## config.mk

```make
export PLATFORM = sky130hd
export DESIGN_NAME = autorange_resistance_meter_core_flat
export DESIGN_NICKNAME = d
export VERILOG_FILES = /design/src/design/arm_pkg.sv /design/src/design/arm_in_if.sv /design/src/design/arm_out_if.sv /design/src/design/autorange_resistance_meter_core.sv /design/src/flat_wrapper.sv
export SDC_FILE = /design/constraint.sdc
export NUM_CORES = 1
export LEC_CHECK = 0
export ABC_AREA = 1
export BUFFER_PORTS_ARGS = -buffer_cell sky130_fd_sc_hd__buf_2
export CORE_MARGIN = 5
export CORE_UTILIZATION = 47
export CTS_CLUSTER_SIZE = 20
export DETAILED_ROUTE_END_ITERATION = 8
export PLACE_DENSITY_LB_ADDON = 0.15
export SYNTH_ARGS = -nofsm -noshare
export SYNTH_HDL_FRONTEND = slang
export SYNTH_SLANG_ARGS = --single-unit
```

## constraint.sdc

```tcl
create_clock -name clk -period 6.33 [get_ports clk]
set_input_delay 0.9495 -clock clk [delete_from_list [all_inputs] [get_ports clk]]
set_output_delay 0.9495 -clock clk [all_outputs]
set_load 0.005 [all_outputs]
```

## src/design/arm_pkg.sv

```systemverilog
`timescale 1ns / 1ps

package arm_pkg;

  // Field widths.
  localparam int CODE_W   = 24;
  localparam int THR_W    = 23;
  localparam int REG16_W  = 16;
  localparam int RES_W    = 40;
  localparam int TIER_W   = 3;
  localparam int CFG_W    = 24;
  localparam int CFG_IDX_W = 3;

  // Width of the full product D * M * scale, which stays below 2^60.
  localparam int PROD_W   = 60;
  localparam int QHI_W    = PROD_W - RES_W;
  localparam int SCALE_W  = 20;

  // Serial step counts.
  localparam int MUL_A_STEPS = REG16_W;
  localparam int MUL_B_STEPS = SCALE_W;
  localparam int DIV_STEPS   = RES_W;
  localparam int CNT_W       = 6;

  localparam logic [TIER_W-1:0] TOP_TIER = 3'd4;
  localparam logic [TIER_W-1:0] NOM_TIER = 3'd1;
  localparam logic [TIER_W-1:0] HALF_GAIN_TIER = 3'd2;
  localparam logic [RES_W-1:0]  RES_MAX  = {RES_W{1'b1}};

  // Status codes.
  localparam logic STATUS_RETRY = 1'b0;
  localparam logic STATUS_DONE  = 1'b1;

  // Configuration register indexes.
  localparam logic [CFG_IDX_W-1:0] REG_ADC_OFFSET = 3'd0;
  localparam logic [CFG_IDX_W-1:0] REG_LOW_THR    = 3'd1;
  localparam logic [CFG_IDX_W-1:0] REG_HIGH_THR   = 3'd2;
  localparam logic [CFG_IDX_W-1:0] REG_VREF_MV    = 3'd3;
  localparam logic [CFG_IDX_W-1:0] REG_SENSE_OHMS = 3'd4;

  // Scale applied after the first product: 1e6 or 1e5 at the nominal tiers,
  // and sense gain times 1000 at the measured-current tiers.
  function automatic logic [SCALE_W-1:0] scale_of(input logic [TIER_W-1:0] tier);
    logic [SCALE_W-1:0] s;
    begin
      if (tier == 3'd0) begin
        s = 20'd1000000;
      end else if (tier == NOM_TIER) begin
        s = 20'd100000;
      end else if (tier == HALF_GAIN_TIER) begin
        s = 20'd2000;
      end else begin
        s = 20'd1000;
      end
      return s;
    end
  endfunction

endpackage

```

## src/design/arm_in_if.sv

```systemverilog
`timescale 1ns / 1ps

interface arm_in_if
  import arm_pkg::*;
();
  logic              valid;
  logic              ready;
  logic [CODE_W-1:0] diff_code;
  logic [CODE_W-1:0] sense_code;

  modport source (output valid, output diff_code, output sense_code, input ready);
  modport sink (input valid, input diff_code, input sense_code, output ready);
endinterface

```

## src/design/arm_out_if.sv

```systemverilog
`timescale 1ns / 1ps

interface arm_out_if
  import arm_pkg::*;
();
  logic              valid;
  logic              ready;
  logic              status;
  logic [RES_W-1:0]  resistance_milliohms;
  logic [TIER_W-1:0] tier_used;

  modport source (output valid, output status, output resistance_milliohms,
                  output tier_used, input ready);
  modport sink (input valid, input status, input resistance_milliohms,
                input tier_used, output ready);
endinterface

```

## src/design/autorange_resistance_meter_core.sv

```systemverilog
`timescale 1ns / 1ps

// Auto-ranging resistance meter core.
// The input channel takes one word per measurement: the signed ADC code of the
// voltage across the unknown resistor and the code across the sense resistor.
// The output channel gives one word per measurement: retry (with the tier
// stepped up or down for the next try) or done with the resistance in
// milliohms, and the tier that was in force.
// Configuration registers are written through cfg_wen/cfg_index/cfg_data; the
// user must write them only while the core is idle, as the core does not enforce it.
// A retry or a zero-voltage done skips the calculation. A nominal-current tier
// runs the multiplier only; a measured-current tier also runs the divider,
// unless the current is zero or the quotient saturates. A bit-serial shift-add
// multiplier runs 16 plus 20 steps and a restoring divider runs 40 steps, one
// bit per cycle.
// One measurement is in work at a time. A new word is taken as soon as the
// previous one has been handed to the output register, even while that result
// still waits. If the receiver stalls, a finished result holds in the
// calculation until the output register frees.
// Reset returns the tier to 0 and the registers to their defaults.

module autorange_resistance_meter_core
  import arm_pkg::*;
#(
  parameter int ADC_BITS = 24
) (
  input  logic                 clk,
  input  logic                 rst,
  input  logic                 cfg_wen,
  input  logic [CFG_IDX_W-1:0] cfg_index,
  input  logic [CFG_W-1:0]     cfg_data,
  arm_in_if.sink               in_ch,
  arm_out_if.source            out_ch
);

  localparam int SHIFT = ADC_BITS - 1;

  localparam logic [2:0] ST_IDLE   = 3'd0;
  localparam logic [2:0] ST_DECIDE = 3'd1;
  localparam logic [2:0] ST_MUL_A  = 3'd2;
  localparam logic [2:0] ST_MUL_B  = 3'd3;
  localparam logic [2:0] ST_SCALE  = 3'd4;
  localparam logic [2:0] ST_DIV    = 3'd5;
  localparam logic [2:0] ST_FINISH = 3'd6;

  // Configuration registers.
  logic [CODE_W-1:0]  adc_offset;
  logic [THR_W-1:0]   low_threshold_code;
  logic [THR_W-1:0]   high_threshold_code;
  logic [REG16_W-1:0] vref_millivolts;
  logic [REG16_W-1:0] sense_ohms;

  logic [2:0]         state;
  logic [TIER_W-1:0]  cur_tier;
  logic [TIER_W-1:0]  tier;
  logic [CODE_W-1:0]  d_code;
  logic [CODE_W-1:0]  s_code;
  logic [PROD_W-1:0]  acc;
  logic [PROD_W-1:0]  mcand;
  logic [SCALE_W-1:0] mplier;
  logic [CNT_W-1:0]   cnt;
  logic [CODE_W-1:0]  rem;
  logic               res_status;
  logic [RES_W-1:0]   res_value;

  logic               out_valid;
  logic               out_status;
  logic [RES_W-1:0]   out_res;
  logic [TIER_W-1:0]  out_tier;

  logic               in_fire;
  logic               out_load;
  logic [CODE_W:0]    diff_sub;
  logic [CODE_W:0]    sense_sub;
  logic [TIER_W-1:0]  tier_now;
  logic [PROD_W-1:0]  acc_sum;
  logic [PROD_W-1:0]  scaled;
  logic [CODE_W:0]    rem_sh;
  logic [CODE_W:0]    rem_diff;
  logic               rem_ge;

  // Configuration writes.
  always_ff @(posedge clk) begin
    if (rst) begin
      adc_offset          <= '0;
      low_threshold_code  <= 23'd167772;
      high_threshold_code <= 23'd7130317;
      vref_millivolts     <= 16'd5000;
      sense_ohms          <= 16'd330;
    end else if (cfg_wen) begin
      unique case (cfg_index)
        REG_ADC_OFFSET: adc_offset          <= cfg_data[CODE_W-1:0];
        REG_LOW_THR:    low_threshold_code  <= cfg_data[THR_W-1:0];
        REG_HIGH_THR:   high_threshold_code <= cfg_data[THR_W-1:0];
        REG_VREF_MV:    vref_millivolts     <= cfg_data[REG16_W-1:0];
        REG_SENSE_OHMS: sense_ohms          <= cfg_data[REG16_W-1:0];
        default: ;
      endcase
    end
  end

  // Handshakes and the offset subtraction at the input.
  assign in_ch.ready = (state == ST_IDLE);
  assign in_fire     = in_ch.valid && in_ch.ready;
  assign out_load    = (state == ST_FINISH) && (!out_valid || out_ch.ready);

  assign diff_sub  = {in_ch.diff_code[CODE_W-1], in_ch.diff_code}
                   - {adc_offset[CODE_W-1], adc_offset};
  assign sense_sub = {in_ch.sense_code[CODE_W-1], in_ch.sense_code}
                   - {adc_offset[CODE_W-1], adc_offset};

  assign tier_now = (cur_tier > TOP_TIER) ? TOP_TIER : cur_tier;

  // Shared shift-add step, restoring divide step and the nominal-tier scaling.
  assign acc_sum  = mplier[0] ? (acc + mcand) : acc;
  assign scaled   = acc >> SHIFT;
  assign rem_sh   = {rem, acc[RES_W-1]};
  assign rem_ge   = (rem_sh >= {1'b0, s_code});
  assign rem_diff = rem_sh - {1'b0, s_code};

  // Measurement sequencer.
  always_ff @(posedge clk) begin
    if (rst) begin
      state    <= ST_IDLE;
      cur_tier <= '0;
    end else begin
      unique case (state)
        ST_IDLE: begin
          if (in_fire) begin
            d_code <= diff_sub[CODE_W] ? '0 : diff_sub[CODE_W-1:0];
            s_code <= sense_sub[CODE_W] ? '0 : sense_sub[CODE_W-1:0];
            state  <= ST_DECIDE;
          end
        end
        ST_DECIDE: begin
          tier      <= tier_now;
          res_value <= '0;
          if (d_code == '0 && tier_now < TOP_TIER) begin
            cur_tier   <= tier_now + 3'd1;
            res_status <= STATUS_RETRY;
            state      <= ST_FINISH;
          end else if (d_code == '0) begin
            cur_tier   <= '0;
            res_status <= STATUS_DONE;
            state      <= ST_FINISH;
          end else if (d_code < {1'b0, low_threshold_code} && tier_now < TOP_TIER) begin
            cur_tier   <= tier_now + 3'd1;
            res_status <= STATUS_RETRY;
            state      <= ST_FINISH;
          end else if (d_code > {1'b0, high_threshold_code} && tier_now > 3'd0) begin
            cur_tier   <= tier_now - 3'd1;
            res_status <= STATUS_RETRY;
            state      <= ST_FINISH;
          end else begin
            cur_tier   <= '0;
            res_status <= STATUS_DONE;
            acc        <= '0;
            mcand      <= {{(PROD_W-CODE_W){1'b0}}, d_code};
            mplier     <= {{(SCALE_W-REG16_W){1'b0}},
                           (tier_now <= NOM_TIER) ? vref_millivolts : sense_ohms};
            cnt        <= CNT_W'(MUL_A_STEPS - 1);
            state      <= ST_MUL_A;
          end
        end
        ST_MUL_A: begin
          if (cnt == '0) begin
            mcand  <= acc_sum;
            acc    <= '0;
            mplier <= scale_of(tier);
            cnt    <= CNT_W'(MUL_B_STEPS - 1);
            state  <= ST_MUL_B;
          end else begin
            acc    <= acc_sum;
            mcand  <= mcand << 1;
            mplier <= mplier >> 1;
            cnt    <= cnt - 1'b1;
          end
        end
        ST_MUL_B: begin
          acc    <= acc_sum;
          mcand  <= mcand << 1;
          mplier <= mplier >> 1;
          cnt    <= cnt - 1'b1;
          if (cnt == '0) begin
            state <= ST_SCALE;
          end
        end
        ST_SCALE: begin
          if (tier <= NOM_TIER) begin
            res_value <= (|scaled[PROD_W-1:RES_W]) ? RES_MAX : scaled[RES_W-1:0];
            state     <= ST_FINISH;
          end else if (s_code == '0) begin
            res_value <= '0;
            state     <= ST_FINISH;
          end else if ({{(CODE_W-QHI_W){1'b0}}, acc[PROD_W-1:RES_W]} >= s_code) begin
            // Quotient would not fit in 40 bits.
            res_value <= RES_MAX;
            state     <= ST_FINISH;
          end else begin
            rem   <= {{(CODE_W-QHI_W){1'b0}}, acc[PROD_W-1:RES_W]};
            cnt   <= CNT_W'(DIV_STEPS - 1);
            state <= ST_DIV;
          end
        end
        ST_DIV: begin
          rem             <= rem_ge ? rem_diff[CODE_W-1:0] : rem_sh[CODE_W-1:0];
          acc[RES_W-1:0]  <= {acc[RES_W-2:0], rem_ge};
          cnt             <= cnt - 1'b1;
          if (cnt == '0) begin
            res_value <= {acc[RES_W-2:0], rem_ge};
            state     <= ST_FINISH;
          end
        end
        ST_FINISH: begin
          if (out_load) begin
            state <= ST_IDLE;
          end
        end
        default: state <= ST_IDLE;
      endcase
    end
  end

  // Output register.
  always_ff @(posedge clk) begin
    if (rst) begin
      out_valid <= 1'b0;
    end else if (out_load) begin
      out_valid <= 1'b1;
    end else if (out_ch.ready) begin
      out_valid <= 1'b0;
    end
  end

  always_ff @(posedge clk) begin
    if (out_load) begin
      out_status <= res_status;
      out_res    <= res_value;
      out_tier   <= tier;
    end
  end

  assign out_ch.valid                = out_valid;
  assign out_ch.status               = out_status;
  assign out_ch.resistance_milliohms = out_res;
  assign out_ch.tier_used            = out_tier;

  // Checks.
  a_tier_range: assert property (@(posedge clk) disable iff (rst)
    cur_tier <= TOP_TIER)
    else $error("tier register left its range");

  a_retry_zero: assert property (@(posedge clk) disable iff (rst)
    (out_ch.valid && out_ch.status == STATUS_RETRY) |-> out_ch.resistance_milliohms == '0)
    else $error("retry word carries a resistance");

  a_done_resets_tier: assert property (@(posedge clk) disable iff (rst)
    (state == ST_FINISH && res_status == STATUS_DONE) |-> cur_tier == '0)
    else $error("tier not returned to zero after a done result");

  a_tier_used_range: assert property (@(posedge clk) disable iff (rst)
    out_ch.valid |-> out_ch.tier_used <= TOP_TIER)
    else $error("reported tier out of range");

endmodule

```

## src/flat_wrapper.sv

```systemverilog
// flat-port wrapper written by rule: the top's interface ports become plain ports
module autorange_resistance_meter_core_flat import arm_pkg::*;
#(
  parameter int ADC_BITS = 24
)
  (clk, rst, cfg_wen, cfg_index, cfg_data, in_ch_valid, in_ch_diff_code, in_ch_sense_code, in_ch_ready, out_ch_valid, out_ch_status, out_ch_resistance_milliohms, out_ch_tier_used, out_ch_ready);
  arm_in_if in_ch_i ();
  arm_out_if out_ch_i ();
  input  logic clk;
  input  logic rst;
  input  logic cfg_wen;
  input  logic [CFG_IDX_W-1:0] cfg_index;
  input  logic [CFG_W-1:0] cfg_data;
  input wire logic [$bits(in_ch_i.valid)-1:0] in_ch_valid;
  input wire logic [$bits(in_ch_i.diff_code)-1:0] in_ch_diff_code;
  input wire logic [$bits(in_ch_i.sense_code)-1:0] in_ch_sense_code;
  output wire logic [$bits(in_ch_i.ready)-1:0] in_ch_ready;
  output wire logic [$bits(out_ch_i.valid)-1:0] out_ch_valid;
  output wire logic [$bits(out_ch_i.status)-1:0] out_ch_status;
  output wire logic [$bits(out_ch_i.resistance_milliohms)-1:0] out_ch_resistance_milliohms;
  output wire logic [$bits(out_ch_i.tier_used)-1:0] out_ch_tier_used;
  input wire logic [$bits(out_ch_i.ready)-1:0] out_ch_ready;
  assign in_ch_i.valid = in_ch_valid;
  assign in_ch_i.diff_code = in_ch_diff_code;
  assign in_ch_i.sense_code = in_ch_sense_code;
  assign in_ch_ready = in_ch_i.ready;
  assign out_ch_valid = out_ch_i.valid;
  assign out_ch_status = out_ch_i.status;
  assign out_ch_resistance_milliohms = out_ch_i.resistance_milliohms;
  assign out_ch_tier_used = out_ch_i.tier_used;
  assign out_ch_i.ready = out_ch_ready;
  autorange_resistance_meter_core #(.ADC_BITS(ADC_BITS)) u_core (.clk(clk), .rst(rst), .cfg_wen(cfg_wen), .cfg_index(cfg_index), .cfg_data(cfg_data), .in_ch(in_ch_i), .out_ch(out_ch_i));
endmodule
```

Word level (Yosys, flattened, before mapping)
Cells that the tools add are included.
Storage, ports and cells
  register bits: 415
  bits of input ports: 80
  output and inout port bits: 46
Operators by class
  $add $sub $neg: 7
  order comparisons: 9
  equality and inequality tests: 25
  multiplexer cells: 66
  bitwise operators: 1
  reduce and logical (&&, ||, !) cells: 33
Operators by type and width (count)
  $mux 60: 11
  $pmux 60 s3: 1
  $mux 40: 4
  $pmux 40 s4: 1
  $mux 20: 7
  $pmux 20 s3: 2
  $pmux 40 s3: 1
  $mux 24: 4
  $add 60x60->60: 1
  $sub 24x24->25: 2
  $logic_not 24->1: 2
  $mux 3: 16
  $mux 6: 8
  $pmux 24 s2: 1
  $ge 25x24->1: 1
  $ge 20x24->1: 1
  $gt 24x23->1: 1
  $lt 24x23->1: 1
  $pmux 6 s4: 1
  $sub 24x24->24: 1
  $pmux 3 s7: 1
  $mux 16: 1
  $ne 2x2->1 const B: 8
  $eq 3x2->1 const B: 5
  other kinds (30): 59

Logic depth before layout (Yosys ltp)
  depth after elaboration: 9
  depth in mapped cells: 17
  depth with buffers taken out: 17

Least setup slack after synthesis
OpenSTA, ideal clock, no wires.
  path type: register to register
  start point: reg u_core.d_code[21]
  end point: reg u_core.acc[40] (enable)
  setup time: 0.560 ns
  arrival time: 5.722 ns
  required time: 5.770 ns
  slack: 0.048 ns
  cell stages (with the launch flop): 14
  clock period less this slack: 6.282 ns
  path through: edfxtp_1 > ha_1 > nand2_1 > nor2_1 > nand4_1 > inv_1 > nand2_1 > nand2_1 > nor2_1 > nand2_1 > nand2_1 > nand2_1 > o211ai_1 > nor2_1
On the way
  longest elaborated chain between the ends: 4
  elaborated cells on any way between the ends: 11
  those cells by class: 2 x order compare; 4 x eq/ne; 5 x reduce/logical
Ends and longest elaborated chain
  start: declaration: line autorange_resistance_meter_core.sv:56  | logic [CODE_W-1:0] d_code;
  start signal: assignment: line autorange_resistance_meter_core.sv:130  | d_code <= diff_sub[CODE_W] ? '0 : diff_sub[CODE_W-1:0];
  $lt 24x23->1 (tied with other cells): line autorange_resistance_meter_core.sv:146  | end else if (d_code < {1'b0, low_threshold_code} && tier_now < TOP_TIER) begin
  $logic_and 1x1->1, on equally long branches: line autorange_resistance_meter_core.sv:146, autorange_resistance_meter_core.sv:138, autorange_resistance_meter_core.sv:150
  $ne 2x2->1 (no line)
  $reduce_and 6->1 (no line) (*)
  end signal: assignment: line autorange_resistance_meter_core.sv:173  | acc <= acc_sum;
  end signal: assignment: line autorange_resistance_meter_core.sv:180  | acc <= acc_sum;
  end signal: indexed assignment: line autorange_resistance_meter_core.sv:207  | acc[RES_W-1:0] <= {acc[RES_W-2:0], rem_ge};
  end: declaration: line autorange_resistance_meter_core.sv:58  | logic [PROD_W-1:0] acc;
Every way passes the cells marked *; elsewhere a longest branch is shown, timed or not.
A chain may end at the register's enable or synchronous reset.

Final worst setup path
  start point: reg u_core.state[1]
  end point: reg u_core.acc[8] (data pin)
On the way
  longest elaborated chain between the ends: 2
  elaborated cells on any way between the ends: 5
  those cells by class: 4 x eq/ne; 1 x mux
Ends and longest elaborated chain
  start: declaration: line autorange_resistance_meter_core.sv:53  | logic [2:0] state;
  start signal: assignment: line autorange_resistance_meter_core.sv:124  | state <= ST_IDLE;
  start signal: assignment: line autorange_resistance_meter_core.sv:132  | state <= ST_DECIDE;
  start signal: assignment: line autorange_resistance_meter_core.sv:141  | state <= ST_FINISH;
  $eq 3x3->1 (tied with other cells): line autorange_resistance_meter_core.sv:127  | unique case (state)
  $pmux 40 s4 (*): line autorange_resistance_meter_core.sv:127
Marks and branches as above.

==> impl_results.md <==
- Overall die area: between 60000 and 70000 um2
- Static leakage: 14.3 nW
- Setup repair after global routing missed its margin: false
- Type of the most critical hold path: reg2reg
- Sequential-to-total area share from yosys stat: 0.404
- Peak VDD IR: 0.194 mV
- Power per cell area: 392 nW/um2
- Worst Clk Skew: 0.0173 ns
- Vias in the first global route: 24000
- DRC Markers: 0
- Number of maximum-capacitance violations: 0
- Clk Latency, worst-skew pair: 0.60 ns
- Most common library cell in the layout ignoring fill and taps: sky130_fd_sc_hd__nand2_1
- Leading cell types by total area after synthesis: sky130_fd_sc_hd__edfxtp_1 33%, sky130_fd_sc_hd__nand2_1 13%, sky130_fd_sc_hd__ha_1 8.9%, sky130_fd_sc_hd__dfxtp_1 7.8%, sky130_fd_sc_hd__inv_1 7.3%
- Hold path startpoint: u_core.res_value[13]
- Run status: completed
- Shortest period the worst path allows: 3.28 ns
- Final nets: between 4000 and 5000
- Number of antenna cells inserted: 0
- FF-to-FF Start: u_core.state[1]
- Detailed router's first-iteration violation count: 2170
- TritonCTS clock tree: yes
- Maximum root-to-sink buffer count: 3
- Arrival time reported for the critical path endpoint: 3.69 ns
- Number of instances in the synthesized netlist: 3738
- First-pass GRT wire length: between 100000 and 150000 um
- Overall routed net length: ~90000 um
- Avg Synthesized Cell Area: 7.52 um2
- Startpoint type of the worst setup path: flop
- Number of buffers inserted by port buffering: between 100 and 150
- Share of the clock period used by the worst path after layout: 0.518
- Netlist cell types: 53
- Worst hold stages: 0
- Worst path required time: about 6.7 ns
- Pins Over Slew Limit: 0
- Total number of clock tree sinks: a little over 400
- Most used flip-flop cell after synthesis: sky130_fd_sc_hd__edfxtp_1
- Total GRT Usage: 0.268
- Netlist area before placement: 28100 um2
- Post-detail-place hpwl: 68300 um
- Standard-cell row count: 89
- Share of final-layout standard cells stronger than drive strength 1: 0.0729
- Fraction of post-synthesis cell area in the top cell type by area: 0.327
- PostCTS Resize Cnt: 0
- Global placer's final weighted congestion: approximately 0.99
- Number of H-tree branching levels: 2
- Core box area: 59100 um2
- Maximum operating frequency: around 0.30 GHz
- Clock tree root driver cell: sky130_fd_sc_hd__clkbuf_16
- Buffers inserted by post-CTS timing repair: 0
- Library cell occupying the most area in the post-synthesis netlist: sky130_fd_sc_hd__edfxtp_1
- Vias after detailed routing: roughly 25000
- Initial antenna violation count: 0
- Die span in y: 255 um
- Warnings from Yosys: 0
- Worst Setup Path Type: reg2reg
- Slack of the worst reg-to-reg path: 3.05 ns
- Rel. slew slack: 0.303
- Number of detailed-routing iterations run before antenna repair: 6
- Cell total after placement: 4558
- Post-CTS Hold Buffers: 0
- Final count of hold timing violations: 0
- Remaining Overflow, GRT: 0
- Starting utilization of the core area: 0.475
- Count of nets left with antenna violations after detail routing: 0
- EDFF count, synth: roughly 310
- Synth-to-Final Area Change: 10.2%
- Category of the worst setup path capture point: flop
- Detail-routed net length per standard cell: 19.0 um
- Sink of the worst hold path: u_core.out_ch.resistance_milliohms[13]
- Largest net degree at the start of global routing: 103
- Flops & latches, synth: 415
- Transition time at the pin with the least slew margin: 1.05 ns
- Vias per inst: 5.42
- Overall die width: approximately 250 um
- Depth of the worst register-to-register path: 7
- Final setup TNS: 0 ns
- Clock transition time at the flip-flop clock pins of the worst setup and hold paths: around 0.060 ns
- I/O pins: 126
- Share of flip-flops with an asynchronous set or reset after synthesis: 0
- Nets in the synthesized netlist: 4022
- Maximum net fanout on the critical path: 41
- Clock buffers created by TritonCTS: 47
- Non-filler cells, final: 4643
- Reg2Reg Capture Point: u_core.acc[8]
- Setup violation total in the final timing report: 0
- Most frequent cells in the layout: 989 x sky130_fd_sc_hd__nand2_1, 546 x sky130_fd_sc_hd__inv_1, 324 x sky130_fd_sc_hd__nor2_1
-- layer usage --
layer / GRT usage / vias up / routed length (um)
li1: - / 12600 / -
met1: 0.368 / 11600 / 39000
met2: 0.439 / 802 / 40200
met3: 0.0344 / 153 / 5490
met4: 0.0946 / 0 / 3490
met5: 0 / - / 0
-- cells by family (layout without fill, tap and decap cells) --
| logic type | count (synthesis) | after routing | synth area share |
|---|---|---|---|
| AOI/OAI and AO/OA | 703 | 703 | 0.140 |
| adders and majority gates | 204 | 204 | 0.0919 |
| muxes | 2 | 2 | 0.000712 |
| xor gates and xnor gates | 79 | 79 | 0.0253 |
| buffers and inverters | 657 | 789 | 0.0897 |
| DFF | 415 | 415 | 0.404 |
| and+or+nand+nor | 1678 | 1678 | 0.248 |
-- where the power goes --
| group | switching (mW) | total (mW) | internal [mW] |
|---|---|---|---|
| Combinational | 3.72 | 5.34 | 1.62 |
| Sequential | 0.384 | 4.08 | 3.70 |
| Clock | 1.16 | 2.72 | 1.56 |
-- critical path, cell delays in order, from the launching register on --
cell                      delay, ns
sky130_fd_sc_hd__dfxtp_1       0.36
sky130_fd_sc_hd__inv_1         0.10
sky130_fd_sc_hd__nor2_4        0.48
sky130_fd_sc_hd__inv_2         0.43
sky130_fd_sc_hd__a21oi_4       0.55
sky130_fd_sc_hd__buf_4         0.39
sky130_fd_sc_hd__inv_2         0.43
sky130_fd_sc_hd__o22ai_1       0.29
-- final cells by class --
class                           instances  area [um2]
Fill cell                            5900       28100
Sequential cell                       415       11400
Inverter                              557        2090
Multi-Input combinational cell       2666       14300
Clock inverter                         27         258
Tap cell                              773         967
Clock buffer                           58        1240
Timing Repair Buffer                  147         791
-- worst max path at each step --
| stage | start | slack (ns) | end | cells past startpoint |
|---|---|---|---|---|
| finish | u_core.state[1] | 3.05 | u_core.acc[8] | 7 |
| floorplan | u_core.d_code[21] | 0.05 | u_core.acc[40] | 13 |
| global route | u_core.state[1] | 2.87 | u_core.acc[17] | 7 |
| global placement | in_ch_sense_code[0] | 3.14 | u_core.s_code[9] | 12 |
| CTS | u_core.d_code[20] | 3.11 | u_core.mcand[26] | 14 |
| detailed placement | in_ch_sense_code[0] | 3.07 | u_core.s_code[9] | 12 |
-- cells in the mapped netlist, types with 2 or more instances --
cell / n
sky130_fd_sc_hd__nand3_2: 2
sky130_fd_sc_hd__a21boi_0: 2
sky130_fd_sc_hd__fa_1: 4
sky130_fd_sc_hd__nand3_1: 227
sky130_fd_sc_hd__inv_1: 547
sky130_fd_sc_hd__o21a_1: 8
sky130_fd_sc_hd__nand3b_1: 4
sky130_fd_sc_hd__a21oi_1: 231
sky130_fd_sc_hd__nor3_2: 2
sky130_fd_sc_hd__inv_2: 8
sky130_fd_sc_hd__a21o_1: 10
sky130_fd_sc_hd__o211ai_1: 49
sky130_fd_sc_hd__nor2_1: 330
sky130_fd_sc_hd__buf_2: 15
sky130_fd_sc_hd__a211oi_1: 4
sky130_fd_sc_hd__o221ai_1: 14
sky130_fd_sc_hd__nor4_1: 11
sky130_fd_sc_hd__o31ai_1: 4
sky130_fd_sc_hd__buf_1: 4
sky130_fd_sc_hd__nor2_4: 13
sky130_fd_sc_hd__ha_1: 200
sky130_fd_sc_hd__nand2_1: 989
sky130_fd_sc_hd__o21bai_1: 24
sky130_fd_sc_hd__o21ai_1: 8
sky130_fd_sc_hd__dfxtp_1: 109
sky130_fd_sc_hd__o22ai_1: 50
sky130_fd_sc_hd__and2_1: 5
sky130_fd_sc_hd__or2_2: 24
sky130_fd_sc_hd__o21ai_0: 286
sky130_fd_sc_hd__xnor2_1: 28
sky130_fd_sc_hd__nand4_1: 39
sky130_fd_sc_hd__buf_6: 2
sky130_fd_sc_hd__mux2i_1: 2
sky130_fd_sc_hd__a31oi_1: 4
sky130_fd_sc_hd__o21ai_2: 3
sky130_fd_sc_hd__xor2_1: 50
sky130_fd_sc_hd__and3_1: 2
sky130_fd_sc_hd__edfxtp_1: 306
sky130_fd_sc_hd__clkbuf_1: 77
sky130_fd_sc_hd__nor3_1: 28
-- flip-flops by register name, indices dropped and copies added, names as in the netlist, 6 cells and up --
| signal | cells |
|---|---|
| u_core.sense_ohms | 16 |
| u_core.low_threshold_code | 23 |
| u_core.acc | 60 |
| u_core.out_ch.resistance_milliohms | 40 |
| u_core.s_code | 24 |
| u_core.rem | 24 |
| u_core.vref_millivolts | 16 |
| u_core.res_value | 40 |
| u_core.mcand | 60 |
| u_core.high_threshold_code | 23 |
| u_core.mplier | 20 |
| u_core.cnt | 6 |
| u_core.d_code | 24 |
| u_core.adc_offset | 24 |
-- metrics by stage --
step / setup WS, ns / area, um2 / hold slack (ns) / total power [mW] / util
finish: 3.05 / 31000 / 0.416 / 12.1 / 0.524
global route: 2.87 / 31000 / 0.423 / 13.0 / 0.524
CTS: 3.11 / 31000 / 0.418 / 12.1 / 0.524
floorplan: 0.0478 / 28100 / 0.400 / 7.74 / -
detailed placement: 3.07 / 29500 / 0.405 / 9.36 / 0.499
global placement: 3.14 / 29500 / 0.400 / 9.33 / 0.499
Power figures use the tool's default switching activity.
